<file path="src/hdl/assert_macros.svh">
// Assertion macros for the free frame allocator RTL, used by the list engine.
// Needs clk_i and rst_ni in the scope where a macro is used.
`ifndef ASSERT_MACROS_SVH
`define ASSERT_MACROS_SVH

// Property that must hold at every clock edge outside reset.
`define ASSERT_ALWAYS(label, expr, msg) \
  label: assert property (@(posedge clk_i) disable iff (!rst_ni) (expr)) \
    else $error(msg);

// Property that must hold whenever the antecedent is true.
`define ASSERT_IMPL(label, ante, cons, msg) \
  label: assert property (@(posedge clk_i) disable iff (!rst_ni) (ante) |-> (cons)) \
    else $error(msg);

`endif

</file>
<file path="src/hdl/ffa_pkg.sv">
// Package of the free frame allocator: sizes, codes, shared types and helpers.
// Has no dependencies; every other RTL file but ffa_ram imports it.
`timescale 1ns / 1ps

package ffa_pkg;

  localparam int unsigned MAX_FRAMES = 64;
  localparam int unsigned PTR_W      = (MAX_FRAMES > 1) ? $clog2(MAX_FRAMES) : 1;
  localparam int unsigned CNT_W      = $clog2(MAX_FRAMES + 1);
  // One bit above the count so that any saturated need exceeds every count.
  localparam int unsigned NEED_W     = CNT_W + 1;

  localparam int unsigned FRAME_W    = 6;
  localparam int unsigned CMD_W      = 2;
  localparam int unsigned SIZE_W     = 23;
  localparam int unsigned FSIZE_W    = 17;
  localparam int unsigned FCOUNT_W   = 7;
  localparam int unsigned STATUS_W   = 2;
  localparam int unsigned CFG_IDX_W  = 2;
  localparam int unsigned CFG_DATA_W = 17;

  localparam logic [FSIZE_W-1:0]  FRAME_SIZE_RST  = 17'd1024;
  localparam logic [FCOUNT_W-1:0] FRAME_COUNT_RST = 7'd64;

  typedef enum logic [CMD_W-1:0] {
    CMD_FREE      = 2'd0,
    CMD_TAKE      = 2'd1,
    CMD_TAKE_SIZE = 2'd2
  } cmd_e;

  typedef enum logic [STATUS_W-1:0] {
    ST_OK        = 2'd0,
    ST_NO_FRAMES = 2'd1,
    ST_LIST_FULL = 2'd2
  } status_e;

  typedef enum logic [CFG_IDX_W-1:0] {
    REG_FRAME_SIZE  = 2'd0,
    REG_FRAME_COUNT = 2'd1
  } cfg_reg_e;

  // Classified request handed from the front end to the list engine.
  // A single take is a sized take that needs exactly one frame.
  typedef struct packed {
    logic               is_free;
    logic [FRAME_W-1:0] frame;
    logic [NEED_W-1:0]  need;
  } ffa_op_t;

  typedef struct packed {
    logic             valid;
    logic [CNT_W-1:0] count;
  } ffa_refill_t;

  function automatic logic [CNT_W-1:0] clamp_count(input logic [FCOUNT_W-1:0] n);
    if (32'(n) > MAX_FRAMES) begin
      return CNT_W'(MAX_FRAMES);
    end
    return CNT_W'(n);
  endfunction

  function automatic logic [PTR_W-1:0] wrap_ptr(input logic [CNT_W-1:0] n);
    return (32'(n) >= MAX_FRAMES) ? '0 : PTR_W'(n);
  endfunction

  function automatic logic [PTR_W-1:0] next_ptr(input logic [PTR_W-1:0] p);
    return (32'(p) == MAX_FRAMES - 1) ? '0 : p + 1'b1;
  endfunction

endpackage

</file>
<file path="src/hdl/ffa_ram.sv">
// Generic single write port, single read port RAM with registered read data.
// No dependencies.
`timescale 1ns / 1ps

module ffa_ram #(
  parameter int unsigned WIDTH = 8,
  parameter int unsigned DEPTH = 64
) (
  input  logic                     clk_i,
  input  logic                     we_i,
  input  logic [$clog2(DEPTH)-1:0] waddr_i,
  input  logic [WIDTH-1:0]         wdata_i,
  input  logic [$clog2(DEPTH)-1:0] raddr_i,
  output logic [WIDTH-1:0]         rdata_o
);

  logic [WIDTH-1:0] mem_q [DEPTH];

  always_ff @(posedge clk_i) begin
    if (we_i) begin
      mem_q[waddr_i] <= wdata_i;
    end
    rdata_o <= mem_q[raddr_i];
  end

endmodule

</file>
<file path="src/hdl/ffa_front.sv">
// Front end of the free frame allocator: takes requests, classifies them and
// runs the bit-serial divide for sized takes. Depends on ffa_pkg.
`timescale 1ns / 1ps

module ffa_front import ffa_pkg::*; (
  input  logic               clk_i,
  input  logic               rst_ni,
  input  logic               push_i,
  input  logic [CMD_W-1:0]   command_i,
  input  logic [FRAME_W-1:0] frame_number_i,
  input  logic [SIZE_W-1:0]  size_bytes_i,
  input  logic [FSIZE_W-1:0] frame_size_i,
  output logic               full_o,
  output logic               op_valid_o,
  output ffa_op_t            op_o,
  input  logic               op_ready_i
);

  typedef enum logic [1:0] {F_IDLE, F_DIV, F_PUSH} fstate_e;

  localparam int unsigned STEP_W   = $clog2(SIZE_W);
  localparam int unsigned NEED_MAX = (1 << NEED_W) - 1;

  fstate_e              state_q, state_d;
  ffa_op_t              op_q, op_d;
  logic [FSIZE_W-1:0]   rem_q, rem_d;
  logic [SIZE_W-1:0]    dvd_q, dvd_d;
  logic [STEP_W-1:0]    step_q, step_d;

  logic [FSIZE_W-1:0]   divisor;
  logic [FSIZE_W:0]     shifted;
  logic [FSIZE_W:0]     diff;
  logic                 fits;
  logic [SIZE_W:0]      need_sum;
  logic                 accept;

  assign full_o     = (state_q != F_IDLE);
  assign op_valid_o = (state_q == F_PUSH);
  assign op_o       = op_q;
  assign accept     = push_i && !full_o;

  // A zero frame size divides as one.
  assign divisor = (frame_size_i == '0) ? FSIZE_W'(1) : frame_size_i;
  assign shifted = {rem_q, dvd_q[SIZE_W-1]};
  assign diff    = shifted - {1'b0, divisor};
  assign fits    = (shifted >= {1'b0, divisor});

  always_comb begin
    state_d  = state_q;
    op_d     = op_q;
    rem_d    = rem_q;
    dvd_d    = dvd_q;
    step_d   = step_q;
    need_sum = '0;

    unique case (state_q)
      F_IDLE: begin
        if (accept) begin
          op_d.frame = frame_number_i;
          case (command_i)
            CMD_FREE: begin
              op_d.is_free = 1'b1;
              op_d.need    = '0;
              state_d      = F_PUSH;
            end
            CMD_TAKE: begin
              op_d.is_free = 1'b0;
              op_d.need    = NEED_W'(1);
              state_d      = F_PUSH;
            end
            CMD_TAKE_SIZE: begin
              op_d.is_free = 1'b0;
              op_d.need    = '0;
              if (size_bytes_i == '0) begin
                state_d = F_PUSH;
              end else begin
                rem_d   = '0;
                dvd_d   = size_bytes_i;
                step_d  = '0;
                state_d = F_DIV;
              end
            end
            default: begin
              // The unused command is dropped without a result.
              state_d = F_IDLE;
            end
          endcase
        end
      end
      F_DIV: begin
        // One quotient bit per cycle; quotient bits shift in behind the dividend.
        rem_d  = fits ? diff[FSIZE_W-1:0] : shifted[FSIZE_W-1:0];
        dvd_d  = {dvd_q[SIZE_W-2:0], fits};
        step_d = step_q + 1'b1;
        if (step_q == STEP_W'(SIZE_W - 1)) begin
          // Round up on a nonzero remainder, then saturate to the need width.
          need_sum = {1'b0, dvd_d} + (SIZE_W + 1)'(rem_d != '0);
          if (need_sum > (SIZE_W + 1)'(NEED_MAX)) begin
            op_d.need = NEED_W'(NEED_MAX);
          end else begin
            op_d.need = need_sum[NEED_W-1:0];
          end
          state_d = F_PUSH;
        end
      end
      F_PUSH: begin
        if (op_ready_i) begin
          state_d = F_IDLE;
        end
      end
      default: begin
        state_d = F_IDLE;
      end
    endcase
  end

  always_ff @(posedge clk_i or negedge rst_ni) begin
    if (!rst_ni) begin
      state_q <= F_IDLE;
      op_q    <= '0;
      rem_q   <= '0;
      dvd_q   <= '0;
      step_q  <= '0;
    end else begin
      state_q <= state_d;
      op_q    <= op_d;
      rem_q   <= rem_d;
      dvd_q   <= dvd_d;
      step_q  <= step_d;
    end
  end

endmodule

</file>
<file path="src/hdl/ffa_opq.sv">
// Two-entry queue of classified requests between front end and list engine.
// Depends on ffa_pkg.
`timescale 1ns / 1ps

module ffa_opq import ffa_pkg::*; (
  input  logic    clk_i,
  input  logic    rst_ni,
  input  logic    push_i,
  input  ffa_op_t data_i,
  output logic    full_o,
  input  logic    pop_i,
  output logic    empty_o,
  output ffa_op_t data_o
);

  ffa_op_t    slot_q [2];
  logic       rd_q, wr_q;
  logic [1:0] cnt_q;
  logic       do_push, do_pop;

  assign full_o  = (cnt_q == 2'd2);
  assign empty_o = (cnt_q == 2'd0);
  assign data_o  = slot_q[rd_q];
  assign do_push = push_i && !full_o;
  assign do_pop  = pop_i && !empty_o;

  always_ff @(posedge clk_i) begin
    if (do_push) begin
      slot_q[wr_q] <= data_i;
    end
  end

  always_ff @(posedge clk_i or negedge rst_ni) begin
    if (!rst_ni) begin
      rd_q  <= 1'b0;
      wr_q  <= 1'b0;
      cnt_q <= 2'd0;
    end else begin
      if (do_push) begin
        wr_q <= ~wr_q;
      end
      if (do_pop) begin
        rd_q <= ~rd_q;
      end
      cnt_q <= cnt_q + {1'b0, do_push} - {1'b0, do_pop};
    end
  end

endmodule

</file>
<file path="src/hdl/ffa_back.sv">
// List engine of the free frame allocator: owns the circular free list, runs
// queued requests and holds the result register. Depends on ffa_pkg, ffa_ram.
`timescale 1ns / 1ps
`include "assert_macros.svh"

module ffa_back import ffa_pkg::*; (
  input  logic                clk_i,
  input  logic                rst_ni,
  input  ffa_refill_t         refill_i,
  input  logic                op_empty_i,
  input  ffa_op_t             op_i,
  output logic                op_pop_o,
  output logic                empty_o,
  input  logic                pop_i,
  output logic [STATUS_W-1:0] status_o,
  output logic                has_frame_o,
  output logic [FRAME_W-1:0]  frame_out_o,
  output logic                last_o
);

  typedef enum logic {B_IDLE, B_EMIT} bstate_e;

  localparam logic [CNT_W-1:0] COUNT_RST = clamp_count(FRAME_COUNT_RST);

  bstate_e               state_q, state_d;
  logic [PTR_W-1:0]      head_q, head_d;
  logic [PTR_W-1:0]      tail_q, tail_d;
  logic [CNT_W-1:0]      count_q, count_d;
  logic [CNT_W-1:0]      remain_q, remain_d;
  logic [MAX_FRAMES-1:0] written_q, written_d;
  logic                  hit_q;
  logic                  out_valid_q, out_valid_d;
  status_e               status_q, status_d;
  logic                  has_q, has_d;
  logic [FRAME_W-1:0]    frame_q, frame_d;
  logic                  last_q, last_d;

  logic                  out_free;
  logic                  ram_we;
  logic [FRAME_W-1:0]    ram_rdata;
  logic [PTR_W-1:0]      tail_chk;
  logic                  emit_ok;

  // The list memory is read at the next head every cycle, so the entry at the
  // head is ready by the time a take reaches the emit state.
  ffa_ram #(
    .WIDTH (FRAME_W),
    .DEPTH (MAX_FRAMES)
  ) u_list_ram (
    .clk_i   (clk_i),
    .we_i    (ram_we),
    .waddr_i (tail_q),
    .wdata_i (op_i.frame),
    .raddr_i (head_d),
    .rdata_o (ram_rdata)
  );

  assign out_free    = !out_valid_q || pop_i;
  assign empty_o     = !out_valid_q;
  assign status_o    = status_q;
  assign has_frame_o = has_q;
  assign frame_out_o = frame_q;
  assign last_o      = last_q;

  always_comb begin
    state_d     = state_q;
    head_d      = head_q;
    tail_d      = tail_q;
    count_d     = count_q;
    remain_d    = remain_q;
    written_d   = written_q;
    status_d    = status_q;
    has_d       = has_q;
    frame_d     = frame_q;
    last_d      = last_q;
    out_valid_d = pop_i ? 1'b0 : out_valid_q;
    op_pop_o    = 1'b0;
    ram_we      = 1'b0;

    unique case (state_q)
      B_IDLE: begin
        if (!op_empty_i && out_free) begin
          op_pop_o = 1'b1;
          has_d    = 1'b0;
          frame_d  = '0;
          last_d   = 1'b1;
          if (op_i.is_free) begin
            out_valid_d = 1'b1;
            if (32'(count_q) >= MAX_FRAMES) begin
              status_d = ST_LIST_FULL;
            end else begin
              status_d          = ST_OK;
              ram_we            = 1'b1;
              written_d[tail_q] = 1'b1;
              tail_d            = next_ptr(tail_q);
              count_d           = count_q + 1'b1;
            end
          end else if (op_i.need == '0) begin
            out_valid_d = 1'b1;
            status_d    = ST_OK;
          end else if (op_i.need > NEED_W'(count_q)) begin
            out_valid_d = 1'b1;
            status_d    = ST_NO_FRAMES;
          end else begin
            remain_d = CNT_W'(op_i.need);
            state_d  = B_EMIT;
          end
        end
      end
      B_EMIT: begin
        if (out_free) begin
          out_valid_d = 1'b1;
          status_d    = ST_OK;
          has_d       = 1'b1;
          // An entry never written since the last refill still holds its index.
          frame_d     = hit_q ? ram_rdata : FRAME_W'(head_q);
          last_d      = (remain_q == CNT_W'(1));
          head_d      = next_ptr(head_q);
          count_d     = count_q - 1'b1;
          remain_d    = remain_q - 1'b1;
          if (remain_q == CNT_W'(1)) begin
            state_d = B_IDLE;
          end
        end
      end
      default: begin
        state_d = B_IDLE;
      end
    endcase

    if (refill_i.valid) begin
      head_d    = '0;
      tail_d    = wrap_ptr(refill_i.count);
      count_d   = refill_i.count;
      written_d = '0;
    end
  end

  always_ff @(posedge clk_i or negedge rst_ni) begin
    if (!rst_ni) begin
      state_q     <= B_IDLE;
      head_q      <= '0;
      tail_q      <= wrap_ptr(COUNT_RST);
      count_q     <= COUNT_RST;
      remain_q    <= '0;
      written_q   <= '0;
      hit_q       <= 1'b0;
      out_valid_q <= 1'b0;
      status_q    <= ST_OK;
      has_q       <= 1'b0;
      frame_q     <= '0;
      last_q      <= 1'b0;
    end else begin
      state_q     <= state_d;
      head_q      <= head_d;
      tail_q      <= tail_d;
      count_q     <= count_d;
      remain_q    <= remain_d;
      written_q   <= written_d;
      hit_q       <= written_q[head_d];
      out_valid_q <= out_valid_d;
      status_q    <= status_d;
      has_q       <= has_d;
      frame_q     <= frame_d;
      last_q      <= last_d;
    end
  end

  assign tail_chk = PTR_W'((32'(head_q) + 32'(count_q)) % MAX_FRAMES);
  assign emit_ok  = (remain_q != '0) && (remain_q <= count_q);

  `ASSERT_ALWAYS(a_count_range, 32'(count_q) <= MAX_FRAMES, "free count above list size")
  `ASSERT_ALWAYS(a_ring_consistent, tail_q == tail_chk, "head, tail and count disagree")
  `ASSERT_IMPL(a_emit_covered, state_q == B_EMIT, emit_ok, "take runs past the free frames")

endmodule

</file>
<file path="src/hdl/free_frame_fifo_allocator_top.sv">
// Top level of the free frame allocator: configuration registers and the
// front end, request queue and list engine. Depends on ffa_pkg and all ffa_ modules.
`timescale 1ns / 1ps

// The block keeps a first-in first-out list of free page frame numbers. After
// reset, or whenever frame_count is written, the list holds frames 0 up to
// frame_count-1 in order (a count of 0 empties it, counts above 64 give 64).
// Requests enter through push/full and results leave through empty/pop; every
// request except the unused command 3 yields at least one result, and the
// final result of a request has last set. A free appends frame_number at the
// tail (status 2 and the frame is dropped when the list is full). A single
// take returns the head frame or status 1 when the list is empty. A sized take
// needs ceil(size_bytes / frame_size) frames (a frame_size of 0 counts as 1):
// it returns all of them in list order or one status 1 result, and a size of
// zero gives one ok result without a frame. A sized take first passes the
// bit-serial divider of the front end and is then emitted by the list engine
// at one frame per cycle while pop keeps up. The front end is free again
// once the request has entered the two-entry queue, so a following request
// overlaps with the emission of the previous one. The free list lives in a
// 64 x 6 RAM with registered read; one valid bit per entry, cleared by reset
// and by a frame_count write, makes never-written entries read as their own
// index, so no clearing pass is needed and requests are taken right after
// reset. Configuration writes are always accepted and should only be issued
// while no request is outstanding.
module free_frame_fifo_allocator_top import ffa_pkg::*; (
  input  logic                  clk_i,
  input  logic                  rst_ni,
  input  logic                  push,
  output logic                  full,
  input  logic [CMD_W-1:0]      command_i,
  input  logic [FRAME_W-1:0]    frame_number_i,
  input  logic [SIZE_W-1:0]     size_bytes_i,
  output logic                  empty,
  input  logic                  pop,
  output logic [STATUS_W-1:0]   status_o,
  output logic                  has_frame_o,
  output logic [FRAME_W-1:0]    frame_out_o,
  output logic                  last_o,
  input  logic                  cfg_valid_i,
  output logic                  cfg_ready_o,
  input  logic [CFG_IDX_W-1:0]  cfg_index_i,
  input  logic [CFG_DATA_W-1:0] cfg_data_i
);

  logic [FSIZE_W-1:0] frame_size_q, frame_size_d;
  ffa_refill_t        refill;
  logic               cfg_write;

  logic               op_valid;
  ffa_op_t            op_front;
  logic               opq_full;
  logic               opq_empty;
  ffa_op_t            op_back;
  logic               op_pop;

  // The configuration port never stalls.
  assign cfg_ready_o = 1'b1;
  assign cfg_write   = cfg_valid_i && cfg_ready_o;

  // Register decode. A frame_count write refills the list in the same cycle;
  // writes to unknown indexes are ignored.
  always_comb begin
    frame_size_d = frame_size_q;
    refill       = '0;
    if (cfg_write) begin
      unique case (cfg_index_i)
        REG_FRAME_SIZE: begin
          frame_size_d = cfg_data_i[FSIZE_W-1:0];
        end
        REG_FRAME_COUNT: begin
          refill.valid = 1'b1;
          refill.count = clamp_count(cfg_data_i[FCOUNT_W-1:0]);
        end
        default: begin
          frame_size_d = frame_size_q;
        end
      endcase
    end
  end

  always_ff @(posedge clk_i or negedge rst_ni) begin
    if (!rst_ni) begin
      frame_size_q <= FRAME_SIZE_RST;
    end else begin
      frame_size_q <= frame_size_d;
    end
  end

  // Front end: accepts requests and turns sized takes into a frame count.
  ffa_front u_front (
    .clk_i          (clk_i),
    .rst_ni         (rst_ni),
    .push_i         (push),
    .command_i      (command_i),
    .frame_number_i (frame_number_i),
    .size_bytes_i   (size_bytes_i),
    .frame_size_i   (frame_size_q),
    .full_o         (full),
    .op_valid_o     (op_valid),
    .op_o           (op_front),
    .op_ready_i     (!opq_full)
  );

  // Short request queue that decouples the divider from the list engine.
  ffa_opq u_opq (
    .clk_i   (clk_i),
    .rst_ni  (rst_ni),
    .push_i  (op_valid),
    .data_i  (op_front),
    .full_o  (opq_full),
    .pop_i   (op_pop),
    .empty_o (opq_empty),
    .data_o  (op_back)
  );

  // List engine: owns the free list and the result register.
  ffa_back u_back (
    .clk_i       (clk_i),
    .rst_ni      (rst_ni),
    .refill_i    (refill),
    .op_empty_i  (opq_empty),
    .op_i        (op_back),
    .op_pop_o    (op_pop),
    .empty_o     (empty),
    .pop_i       (pop),
    .status_o    (status_o),
    .has_frame_o (has_frame_o),
    .frame_out_o (frame_out_o),
    .last_o      (last_o)
  );

endmodule
</file>
<file path="config.mk">
export PLATFORM = sky130hd
export DESIGN_NAME = free_frame_fifo_allocator_top
export DESIGN_NICKNAME = d
export VERILOG_FILES = /design/src/hdl/ffa_pkg.sv /design/src/hdl/ffa_ram.sv /design/src/hdl/ffa_front.sv /design/src/hdl/ffa_opq.sv /design/src/hdl/ffa_back.sv /design/src/hdl/free_frame_fifo_allocator_top.sv
export VERILOG_INCLUDE_DIRS = /design/src /design/src/hdl
export SDC_FILE = /design/constraint.sdc
export NUM_CORES = 1
export LEC_CHECK = 0
export ABC_AREA = 0
export BUFFER_PORTS_ARGS = -buffer_cell sky130_fd_sc_hd__buf_4
export CORE_MARGIN = 2
export CORE_UTILIZATION = 60
export DETAILED_ROUTE_END_ITERATION = 6
export PLACE_DENSITY_LB_ADDON = 0.15
export SLEW_MARGIN = 15
export SYNTH_ARGS = -nofsm -noshare
export SYNTH_HDL_FRONTEND = slang
export SYNTH_HIERARCHICAL = 1
export SYNTH_SLANG_ARGS = --single-unit
</file>
<file path="constraint.sdc">
create_clock -name clk_i -period 14 [get_ports clk_i]
set_input_delay 1.4 -clock clk_i [delete_from_list [all_inputs] [get_ports clk_i]]
set_output_delay 1.4 -clock clk_i [all_outputs]
set_load 0.02 [all_outputs]
</file>
==> run_results.csv, run 1 <==
group,metric,value,unit
logic_synthesis,synth-edff-count,414,
cells_and_area,final_cell_area,30100,um2
power,p_int,4.01,mW
sta,tns,0,ns
logic_synthesis,synthArstFlopShare,30.7,%
clock_network,clk_pin_slew,0.06,ns
power,leakagePower,11.1,nW
floorplan,die_y,218,um
logic_synthesis,yosys_most_used_dff,"edfxtp_1",
logic_synthesis,syn_avg_cell_area,13.8,um2
sta,final-setup-viol-count,0,
logic_synthesis,synth_nets,2079,
sta,finalCritPeriodShare,45.3,%
floorplan,core-area,45200,um2
clock_network,cts.root.buffer_cell,"clkbuf_16",
clock_network,cts_htree_levels,2,
floorplan,die_w,218,um
cells_and_area,nets,2114,
critical_path,worst_setup_path_start_kind,"flip-flop",
clock_network,clock-sinks,606,
power,p_per_area,203,nW/um2
sta,finalWorstSetupSlack,7.66,ns
logic_synthesis,synthXorXnorAreaFrac,1.15,%
critical_path,crit_required,14.50,ns
logic_synthesis,yosysTopAreaCellShare,45.4,%
logic_synthesis,synth.yosys.seq_area_share,62.8,%
cells_and_area,multi_input_area,9420,um2
clock_network,ctsResizeCount,0,
critical_path,worstPathArrival,6.84,ns
logic_synthesis,ys_top_cells_by_count,"edfxtp_1, nor2_1, dfrtp_1",
drt,drtPass1Iterations,5,
global_routing,antenna_found_initial,0,
logic_synthesis,yosysWarnings,6,
clock_network,cts_tree,"built",
power,power.share.clock,25.9,%
drt,drc,0,
critical_path,worstSetupEndpointType,"flip-flop",
logic_synthesis,synth_cells,1978,
power,power.total,6.11,mW
sta,rsz0062_at_grt,"false",
sta,finClkSkew,0.0215,ns
sta,max_freq,0.158,GHz
cells_and_area,n_antenna_cell,0,
logic_synthesis,synth_fa_ha_area_share,2.16,%
cells_and_area,drive_gt1_share,16.9,%
logic_synthesis,synth_cell_types,99,
sta,holdWs,0.474,ns
global_routing,grt_pass1_vias,16900,
cells_and_area,regArea,17200,um2
cells_and_area,fin_cells,2664,
floorplan,initial_core_util,60.6,%
critical_path,worstSetupPathType,"reg -> reg",
logic_synthesis,synth_mux_area_share,12.5,%
place,place.port_buffers,66,
sta,worstMarginPinSlew,1.13,ns
run_status,outcome,"completed",
cells_and_area,syn_to_final_growth,10.0,%
place,dp.cells,2552,
floorplan,num_rows,78,
power,power_switching,2.10,mW
place,dp_hpwl,41000,um
drt,via_per_inst,6.31,
place,dpl_cell_area,28200,um2
logic_synthesis,synth_compound_area_share,8.66,%
clock_network,clock_latency,0.63,ns
floorplan,dieArea,47400,um2
logic_synthesis,synth_most_common_cell,"edfxtp_1",
cells_and_area,nFillCells,3160,
critical_path,path_max_fanout,32,
power,max-vdd-ir-drop,0.133,mV
logic_synthesis,ys_seq_elements,606,
place,dpl_worst_slack,7.72,ns
logic_synthesis,synth-simple-area-share,9.83,%
clock_network,postCtsSetupRepairBufs,0,
drt,drt_first_iter_violations,1591,
place,place.gp.congestion,0.889,
sta,slew_headroom,23.9,%
global_routing,grt_first_pass_wirelength,97300,um
clock_network,hold_buffers,0,
power,seqPwrFrac,40.6,%
drt,drtAntennaViolNets,0,
flow_run,drv_cap,0,
power,sw_frac_of_total,34.4,%
global_routing,grt_use_total,26.9,%
global_routing,overflow,0,
logic_synthesis,syn_area,27400,um2
sta,min_period,6.34,ns
min_path,hp-class,"reg -> reg",
drt,vias,16800,
power,comb_power_share,33.5,%
drt,wl_per_cell,23.3,um
sta,slew_viol_final,0,
logic_synthesis,synth_top_family_by_area,"multiplexers",
clock_network,clock_path_buffers,3,
sta,hold_viol,0,
cells_and_area,post-route-util,66.7,%
clock_network,cts_made_buffers,59,
global_routing,grt_max_degree,117,
floorplan,io-pin-count,68,
drt,wirelength,62100,um
logic_synthesis,yosys-top-cells-area,"edfxtp_1, dfrtp_1, mux4_2, mux2i_1, nor2_1",
logic_synthesis,yosysTopAreaCell,"edfxtp_1",
-- path summary, 6_finish.rpt --
check	start	endpoint	slack [ns]	cells after the start
worst max-delay path	frame_size_q[8]$_DFFE_PN0P_	u_front/op_o[6]$_DFFE_PN0P_	7.66	24
worst min-delay path	u_front/op_o[14]$_DFFE_PN0P_	u_opq/slot_q[1][14]$_DFFE_PP_	0.47	0
worst max register to register	frame_size_q[8]$_DFFE_PN0P_	u_front/op_o[6]$_DFFE_PN0P_	7.66	24
worst min register to register	u_front/op_o[14]$_DFFE_PN0P_	u_opq/slot_q[1][14]$_DFFE_PP_	0.47	0
max in group asynchronous	rst_ni	frame_size_q[4]$_DFFE_PN0P_	11.61	2
min in group asynchronous	rst_ni	u_front/dvd_q[15]$_DFFE_PN0P_	0.91	1
-- cell usage in the layout (no fill, tap or decap), drive strengths merged, types with 19 or more instances in the layout --
cell type / netlist / final
clkinv: 0 / 20
a21oi: 120 / 120
nand2: 133 / 133
mux2i: 72 / 72
nand4: 19 / 19
nor3: 24 / 24
ha: 44 / 44
mux4: 93 / 93
buf: 43 / 80
nor2: 193 / 193
clkbuf: 64 / 79
inv: 51 / 53
o21ai: 96 / 96
mux2: 48 / 48
nor2b: 20 / 20
xnor2: 21 / 21
edfxtp: 414 / 414
and2: 19 / 19
dfrtp: 184 / 184
nand3: 55 / 55
-- logic make-up (layout without fill, tap and decap cells) --
logic type	count (synthesis)	count (layout)
flip-flops	606	606
AND/OR/NAND/NOR	552	552
AO/OA/AOI/OAI	366	366
multiplexers	213	213
buffers and inverters	158	244
adder cells (fa/ha/maj)	46	46
XOR/XNOR	36	36
other	1	1
-- final cells by class --
cell class	instances	share of cell area, %
clock buffer	78	5.31
clock inverter	34	1.16
inverter	51	0.652
multi-input combinational	1214	31.2
sequential	606	57.1
tap	600	2.49
timing repair buffer	81	2.04
-- sequential cells by signal, summed over array words and instances, names as in the netlist, 2 cells and up --
register and count:
u_back/head_q 6, u_back/tail_q 6, u_back/count_q 7, u_back/u_list_ram/rdata_o 6
u_opq/slot_q 30, u_back/remain_q 7, u_back/written_q 64, u_opq/cnt_q 2
u_front/op_o 15, u_front/step_q 5, u_front/dvd_q 23, u_back/u_list_ram/mem_q 384
frame_size_q 17, u_front/rem_q 17, u_back/frame_out_o 6, u_back/status_o 2
u_front/state_q 2
-- metal layers --
layer  vias up  GRT usage [%]  share of wire [%]
met1      8554           34.9                 40
li1       7592              -                  -
met5         -              0                  0
met4         0           11.0                3.8
met3       122           3.91                5.1
met2       541           45.8                 51
-- power groups by stage --
stage	Sequential [mW]	Clock [mW]	Combinational, mW
after floorplan	2.41	0	1.60
after global placement	2.50	0	2.00
after detailed placement	2.51	0	2.04
after CTS	2.48	1.61	2.05
after global routing	2.50	1.68	2.24
final	2.48	1.58	2.05
-- critical path, cell delays in order (launching register included) --
cell       delay [ns]
dfrtp_1          0.39
nor4_1           0.34
nand2_1          0.10
nor4_1           0.23
a31o_2           0.20
ha_1             0.17
inv_1            0.06
fa_1             0.40
a21o_1           0.23
a221oi_2         0.41
a2111oi_0        0.24
nor4_4           0.16
buf_4            0.34
o21ai_0          0.18
a2111oi_0        0.45
nand4_1          0.15
ha_1             0.29
ha_1             0.27
nand4_4          0.16
mux2_4           0.31
o32a_1           0.30
a211oi_2         0.20
nand4_1          0.14
and2_4           0.21
a221o_1          0.27
Power figures use the tool's default switching activity.
==> run 2, diff against run 1 <==
==> constraint.sdc (replaced) <==
create_clock -name clk_i -period 5.84 [get_ports clk_i]
set_input_delay 0.584 -clock clk_i [delete_from_list [all_inputs] [get_ports clk_i]]
set_output_delay 0.584 -clock clk_i [all_outputs]
set_load 0.02 [all_outputs]
==> run 2 against run 1 <==
Net effect: combinational power increased to 2.5 times the previous value; first-iteration DRC count increased by 17%; via count increased by 2.0%; global-route usage increased by 0.89 points; sequential cell count unchanged; routed wire length increased by 2.8%; clock skew about the same; die area unchanged; largest cell class unchanged; highest routed layer unchanged.
==> run_results.csv, run 2 (synthesized netlist as in run 1, its figures left out) <==
group,metric,value,unit
global_routing,grt_use_total,27.8,%
drt,drt_first_iter_violations,1855,
min_path,hp-class,"in -> reg",
critical_path,rr_worst_depth,26,
critical_path,worstSetupEndpointType,"flip-flop",
global_routing,grt_max_degree,83,
place,place.gp.congestion,0.867,
sta,worstMarginPinSlew,1.16,ns
sta,finalCritPeriodShare,95.5,%
drt,via_per_inst,6.35,
drt,drc,0,
cells_and_area,nets,2148,
drt,vias,17100,
flow_run,drv_cap,0,
place,dpl_cell_area,28400,um2
cells_and_area,syn_to_final_growth,12.3,%
min_path,hold_path_depth,3,
min_path,worstHoldEndpoint,"u_front/op_o[12]$_DFFE_PN0P_",
sta,max_freq,0.179,GHz
clock_network,clk_pin_slew,0.06,ns
global_routing,grt_first_pass_wirelength,101000,um
place,dp_hpwl,41100,um
floorplan,io-pin-count,68,
cells_and_area,fin_cells,2699,
clock_network,cts.root.buffer_cell,"clkbuf_16",
clock_network,cts_htree_levels,2,
critical_path,path_max_fanout,7,
power,p_per_area,496,nW/um2
sta,holdWs,0.159,ns
drt,wirelength,63900,um
cells_and_area,post-route-util,68.1,%
cells_and_area,nFillCells,3149,
cells_and_area,layout_commonest_cell,"edfxtp_1",
critical_path,rr_startpoint,"frame_size_q[15]$_DFFE_PN0P_",
critical_path,reg2reg_to,"u_front/op_o[4]$_DFFE_PN0P_",
critical_path,slowest_delay,0.39,ns
critical_path,worstPathArrival,6.08,ns
global_routing,overflow,0,
cells_and_area,final_cell_area,30800,um2
run_status,outcome,"completed",
clock_network,cts_made_buffers,60,
global_routing,grt_pass1_vias,17500,
power,leakagePower,11.5,nW
sta,hold_viol,0,
min_path,hp-start,"frame_number_i[4]",
global_routing,antenna_found_initial,0,
place,place.port_buffers,66,
cells_and_area,largest_register_ffs,384,
clock_network,cts_tree,"built",
critical_path,worstSetupPathType,"reg -> reg",
sta,slew_headroom,22.1,%
floorplan,dieArea,47400,um2
clock_network,clock_path_buffers,3,
place,dpl_worst_slack,-0.126,ns
cells_and_area,mostFrequentLayoutCells,"edfxtp_1, nor2_1, dfrtp_1",
floorplan,initial_core_util,60.6,%
sta,slew_viol_final,0,
sta,final-setup-viol-count,0,
drt,drtAntennaViolNets,0,
floorplan,core-area,45200,um2
cells_and_area,n_antenna_cell,0,
place,dp.cells,2581,
cells_and_area,regMostFlops,"u_back/u_list_ram/mem_q",
cells_and_area,top_regs,"u_back/u_list_ram/mem_q (384), u_back/written_q (64), u_opq/slot_q (30)",
critical_path,r2r_slack,0.26,ns
sta,finalWorstSetupSlack,0.264,ns
drt,drtPass1Iterations,5,
floorplan,num_rows,78,
clock_network,clock-sinks,606,
floorplan,die_y,218,um
sta,finClkSkew,0.0213,ns
critical_path,worst_setup_path_start_kind,"flip-flop",
power,power.total,15.3,mW
critical_path,critPathSlowestCell,"dfrtp_1",
critical_path,crit_required,6.34,ns
cells_and_area,drive_gt1_share,19.5,%
drt,wl_per_cell,23.7,um
sta,min_period,5.58,ns
floorplan,die_w,218,um
sta,tns,0,ns
clock_network,clock_latency,0.63,ns
power,max-vdd-ir-drop,0.322,mV
run 2: cell count changes in the layout (fill, tap and decap cells not counted), sizes merged:
cell / change
buf: +32
bufinv: +3
clkbuf: -2
clkinv: +4
clkinvlp: -4
dlygate4sd3: +1
inv: +1
run 2: worst max-delay path by stage:
stage                                             from                          end  slack [ns]
after detailed placement   frame_size_q[4]$_DFFE_PN0P_  u_front/op_o[6]$_DFFE_PN0P_       -0.13
final                     frame_size_q[15]$_DFFE_PN0P_  u_front/op_o[4]$_DFFE_PN0P_        0.26
after floorplan            frame_size_q[8]$_DFFE_PN0P_  u_front/op_o[7]$_DFFE_PN0P_        0.34
after global placement     frame_size_q[4]$_DFFE_PN0P_  u_front/op_o[2]$_DFFE_PN0P_       -0.03
after global routing      frame_size_q[15]$_DFFE_PN0P_  u_front/op_o[2]$_DFFE_PN0P_     -0.0003
after CTS                  frame_size_q[4]$_DFFE_PN0P_  u_front/op_o[6]$_DFFE_PN0P_        0.04
run 2: critical path, delay by kind of cell, from the launching register on:
kind,cells,cell delay (ns)
and+or+nand+nor,9,1.55
AOI/OAI and AO/OA,8,1.78
xor gates and xnor gates,1,0.23
adders and majority gates,4,0.86
DFF,1,0.39
muxes,1,0.30
buffers and inverters,3,0.34
run 2: layout make-up:
type | instances | area [um2] | area share (%)
Multi-Input combinational cell | 1214 | 9510 | 30.9
Clock inverter | 38 | 452 | 1.47
Sequential cell | 606 | 17200 | 56.0
Tap cell | 600 | 751 | 2.44
Timing Repair Buffer | 114 | 906 | 2.95
Inverter | 51 | 196 | 0.639
Clock buffer | 76 | 1730 | 5.62
run 2: metal layers:
metal	global-route usage, %	share of wire, %	vias to the layer above	wire [um]
li1	-	-	7658	-
met3	3.33	5.9	128	3760
met5	0	0	-	0
met4	11.0	3.5	0	2250
met2	46.5	51	631	32400
met1	37.4	40	8725	25400
run 2: report_power, final:
part | switching (mW) | internal (mW)
Clock | 1.66 | 2.46
Sequential | 0.522 | 5.41
Combinational | 3.02 | 2.19
Total | 5.20 | 10.1
run 2: what timing repair did:
item                                    CTS  global route
hold endpoints to repair                 51             0
hold buffers                              1             0
pin swaps                                 1            14
endpoints found under the setup margin    8             8
resized for setup                         5            15
buffers inserted                          0             3
cloned                                    0             0
==> run 3, diff against run 2 <==
--- a/config.mk
+++ b/config.mk
@@ -6,7 +6,7 @@
 export SDC_FILE = /design/constraint.sdc
 export NUM_CORES = 1
 export LEC_CHECK = 0
-export ABC_AREA = 0
+export ABC_AREA = 1
 export BUFFER_PORTS_ARGS = -buffer_cell sky130_fd_sc_hd__buf_4
 export CORE_MARGIN = 2
 export CORE_UTILIZATION = 60
==> constraint.sdc (replaced) <==
create_clock -name clk_i -period 5.84 [get_ports clk_i]
set_input_delay 0.584 -clock clk_i [delete_from_list [all_inputs] [get_ports clk_i]]
set_output_delay 0.584 -clock clk_i [all_outputs]
set_load 0.1 [all_outputs]
==> run 3 against run 2 <==
Net effect: final cell count increased by 42%; sequential cell count unchanged; sequential share of layout area down 2.0 points; fmax increased by 12%; setup slack better by 0.58 ns; design area rose by 3.6%; total power up 11%; highest routed layer unchanged.
==> run_results.csv, run 3 <==
group,metric,value,unit
logic_synthesis,synth_mux_area_share,0.0690,%
power,p_per_area,530,nW/um2
power,leakagePower,13.4,nW
place,place.gp.congestion,0.890,
critical_path,crit_buf_inv,3,
global_routing,grt_max_degree,201,
power,power_switching,7.26,mW
logic_synthesis,synth_cells,3137,
clock_network,clock_path_buffers,3,
logic_synthesis,ys_top_cells_by_count,"nand2_1, nand3_1, edfxtp_1",
clock_network,cts_tree,"built",
logic_synthesis,synth-edff-count,414,
clock_network,ctsResizeCount,0,
drt,vias,22300,
sta,slew_headroom,28.8,%
critical_path,path_max_fanout,20,
min_path,hold_path_depth,3,
floorplan,dieArea,50100,um2
place,place.port_buffers,66,
sta,min_period,4.99,ns
place,dp_hpwl,45000,um
power,sw_frac_of_total,42.9,%
critical_path,crit_top_cell,"nand2_1",
power,max-vdd-ir-drop,0.513,mV
logic_synthesis,synthXorXnorAreaFrac,0.936,%
drt,drtPass1Iterations,6,
floorplan,die_w,224,um
cells_and_area,regMostFlops,"u_back/u_list_ram/mem_q",
sta,final-setup-viol-count,0,
cells_and_area,nets,3258,
drt,drc,0,
critical_path,worst_setup_path_start_kind,"flip-flop",
sta,worstMarginPinSlew,1.06,ns
critical_path,worstPathArrival,5.51,ns
drt,via_per_inst,5.84,
cells_and_area,top_regs,"u_back/u_list_ram/mem_q (384), u_back/written_q (64), u_opq/slot_q (30)",
sta,hold_viol,0,
sta,max_freq,0.200,GHz
logic_synthesis,syn_avg_cell_area,9.25,um2
sta,slew_viol_final,0,
logic_synthesis,synth-simple-area-share,27.6,%
power,comb_power_share,42.3,%
cells_and_area,n_antenna_cell,0,
logic_synthesis,yosysTopAreaCellShare,42.8,%
global_routing,use_met1,40.5,%
global_routing,overflow,0,
logic_synthesis,ys_seq_elements,606,
run_status,outcome,"completed",
critical_path,crit_cells,31,
cells_and_area,largest_register_ffs,384,
place,dpl_cell_area,29900,um2
sta,tns,0,ns
logic_synthesis,yosys_most_used_dff,"edfxtp_1",
logic_synthesis,synth.yosys.seq_area_share,59.3,%
sta,finalCritPeriodShare,85.5,%
critical_path,crit_required,6.36,ns
logic_synthesis,synth_cell_types,59,
logic_synthesis,yosysWarnings,6,
cells_and_area,syn_to_final_growth,9.85,%
floorplan,die_y,224,um
critical_path,worstSetupPathType,"reg -> reg",
drt,drtAntennaViolNets,0,
flow_run,drv_cap,0,
floorplan,core-area,47700,um2
global_routing,grt_pass1_vias,21100,
logic_synthesis,synth_top_family_by_area,"simple AND/OR/NAND/NOR gates",
global_routing,grt_first_pass_wirelength,113000,um
power,power.share.clock,22.7,%
power,seqPwrFrac,35.0,%
sta,rsz0062_at_grt,"false",
logic_synthesis,syn_area,29000,um2
clock_network,clock_latency,0.64,ns
critical_path,crit_family,"simple AND/OR/NAND/NOR gates",
floorplan,io-pin-count,68,
clock_network,clk_pin_slew,0.06,ns
drt,drt_first_iter_violations,2423,
critical_path,slowest_delay,0.44,ns
logic_synthesis,synth_nets,3238,
power,p_int,9.64,mW
drt,wl_per_cell,18.6,um
critical_path,rr_worst_depth,31,
logic_synthesis,synth_compound_area_share,4.08,%
clock_network,clock-sinks,606,
sta,finClkSkew,0.0247,ns
floorplan,num_rows,80,
clock_network,cts_htree_levels,2,
min_path,hp-class,"in -> reg",
global_routing,met2_usage,46.1,%
logic_synthesis,yosys-top-cells-area,"edfxtp_1, dfrtp_1, nand2_1, nand3_1, inv_1",
global_routing,grt_busiest_layer,"met2",
logic_synthesis,yosysTopAreaCell,"edfxtp_1",
clock_network,cts.root.buffer_cell,"clkbuf_16",
cells_and_area,final_cell_area,31900,um2
logic_synthesis,synthArstFlopShare,30.7,%
global_routing,antenna_found_initial,0,
global_routing,grt_use_total,28.6,%
drt,wirelength,71100,um
global_routing,use_met3,3.88,%
cells_and_area,drive_gt1_share,8.57,%
logic_synthesis,synth_most_common_cell,"nand2_1",
cells_and_area,layout_commonest_cell,"nand2_1",
critical_path,critPathSlowestCell,"fa_1",
clock_network,cts_made_buffers,61,
floorplan,initial_core_util,60.8,%
logic_synthesis,synth_fa_ha_area_share,2.04,%
critical_path,worstSetupEndpointType,"flip-flop",
cells_and_area,mostFrequentLayoutCells,"nand2_1, nand3_1, edfxtp_1",
[run 3: cell count changes after synthesis, moves of 17 or more]
cell	delta
mux4_2	-87
clkbuf_1	-27
inv_1	+199
nor2b_1	-18
o211ai_1	+17
mux2i_1	-70
a21oi_1	-30
nand3_1	+466
buf_2	+44
nand2_1	+919
nor2_1	-35
o21ai_0	-33
mux2_2	-38
[run 3: power groups by stage]
stage | clock network [mW] | logic [mW] | registers (mW)
after global routing | 4.05 | 7.95 | 5.96
final | 3.84 | 7.15 | 5.91
after detailed placement | 0 | 7.02 | 5.98
after CTS | 3.89 | 7.08 | 5.90
after global placement | 0 | 6.89 | 5.97
after floorplan | 0 | 5.00 | 6.01
[run 3: cell families after synthesis]
kind of cell	count (synthesis)
DFF	606
muxes	2
adders and majority gates	46
other	1
and+or+nand+nor	1837
buffers and inverters	402
AOI/OAI and AO/OA	212
xor gates and xnor gates	31
[run 3: repair_timing]
| item | in CTS | in global routing |
|---|---|---|
| setup buffers | 0 | 0 |
| hold buffers | 1 | 0 |
| endpoints found under the hold margin | 64 | 0 |
[run 3: area by class of cell]
cell class | instances | area, um2
sequential | 606 | 17200
fill | 3761 | 15900
multi-input combinational | 2129 | 10100
clock buffer | 81 | 1660
inverter | 262 | 1000
timing repair buffer | 97 | 774
tap | 615 | 769
clock inverter | 35 | 318
[run 3: through the flow]
| stage | utilization (%) | std cells | worst slack [ns] | hold WS, ns | power (mW) |
|---|---|---|---|---|---|
| 6_report | 66.8 | 3825 | 0.847 | 0.171 | 16.9 |
| 5_1_grt | 66.8 | 3825 | 0.359 | 0.180 | 18.0 |
| 4_1_cts | 66.7 | 3825 | 0.862 | 0.145 | 16.9 |
| 3_5_place_dp | 62.5 | 3708 | 0.895 | 0.455 | 13.0 |
| 3_3_place_gp | 62.5 | 3708 | 1.07 | 0.455 | 12.9 |
| 2_1_floorplan | - | 3137 | 1.92 | 0.288 | 11.0 |
[run 3: final timing paths]
kind	startpoint	to	slack, ns
max	frame_size_q[7]$_DFFE_PN0P_	u_front/op_o[3]$_DFFE_PN0P_	0.85
min	frame_number_i[0]	u_front/op_o[8]$_DFFE_PN0P_	0.17
max reg2reg	frame_size_q[7]$_DFFE_PN0P_	u_front/op_o[3]$_DFFE_PN0P_	0.85
min reg2reg	frame_size_q[10]$_DFFE_PN1P_	frame_size_q[10]$_DFFE_PN1P_	0.47
max in group asynchronous	rst_ni	u_front/op_o[7]$_DFFE_PN0P_	4.02
min in group asynchronous	rst_ni	frame_size_q[9]$_DFFE_PN0P_	0.50
[run 3: layer usage]
metal / up-vias / share of wire [%]
met1: 10700 / 42
met5: - / 0
met2: 971 / 47
met3: 137 / 8.0
li1: 10500 / -
met4: 0 / 2.7
[run 3: worst reg2reg max path: cells and delay by family, from the launching register on]
kind | cells | cell delay (ns)
and+or+nand+nor | 22 | 2.81
buffers and inverters | 3 | 0.29
AOI/OAI and AO/OA | 2 | 0.34
DFF | 1 | 0.39
adders and majority gates | 4 | 1.06
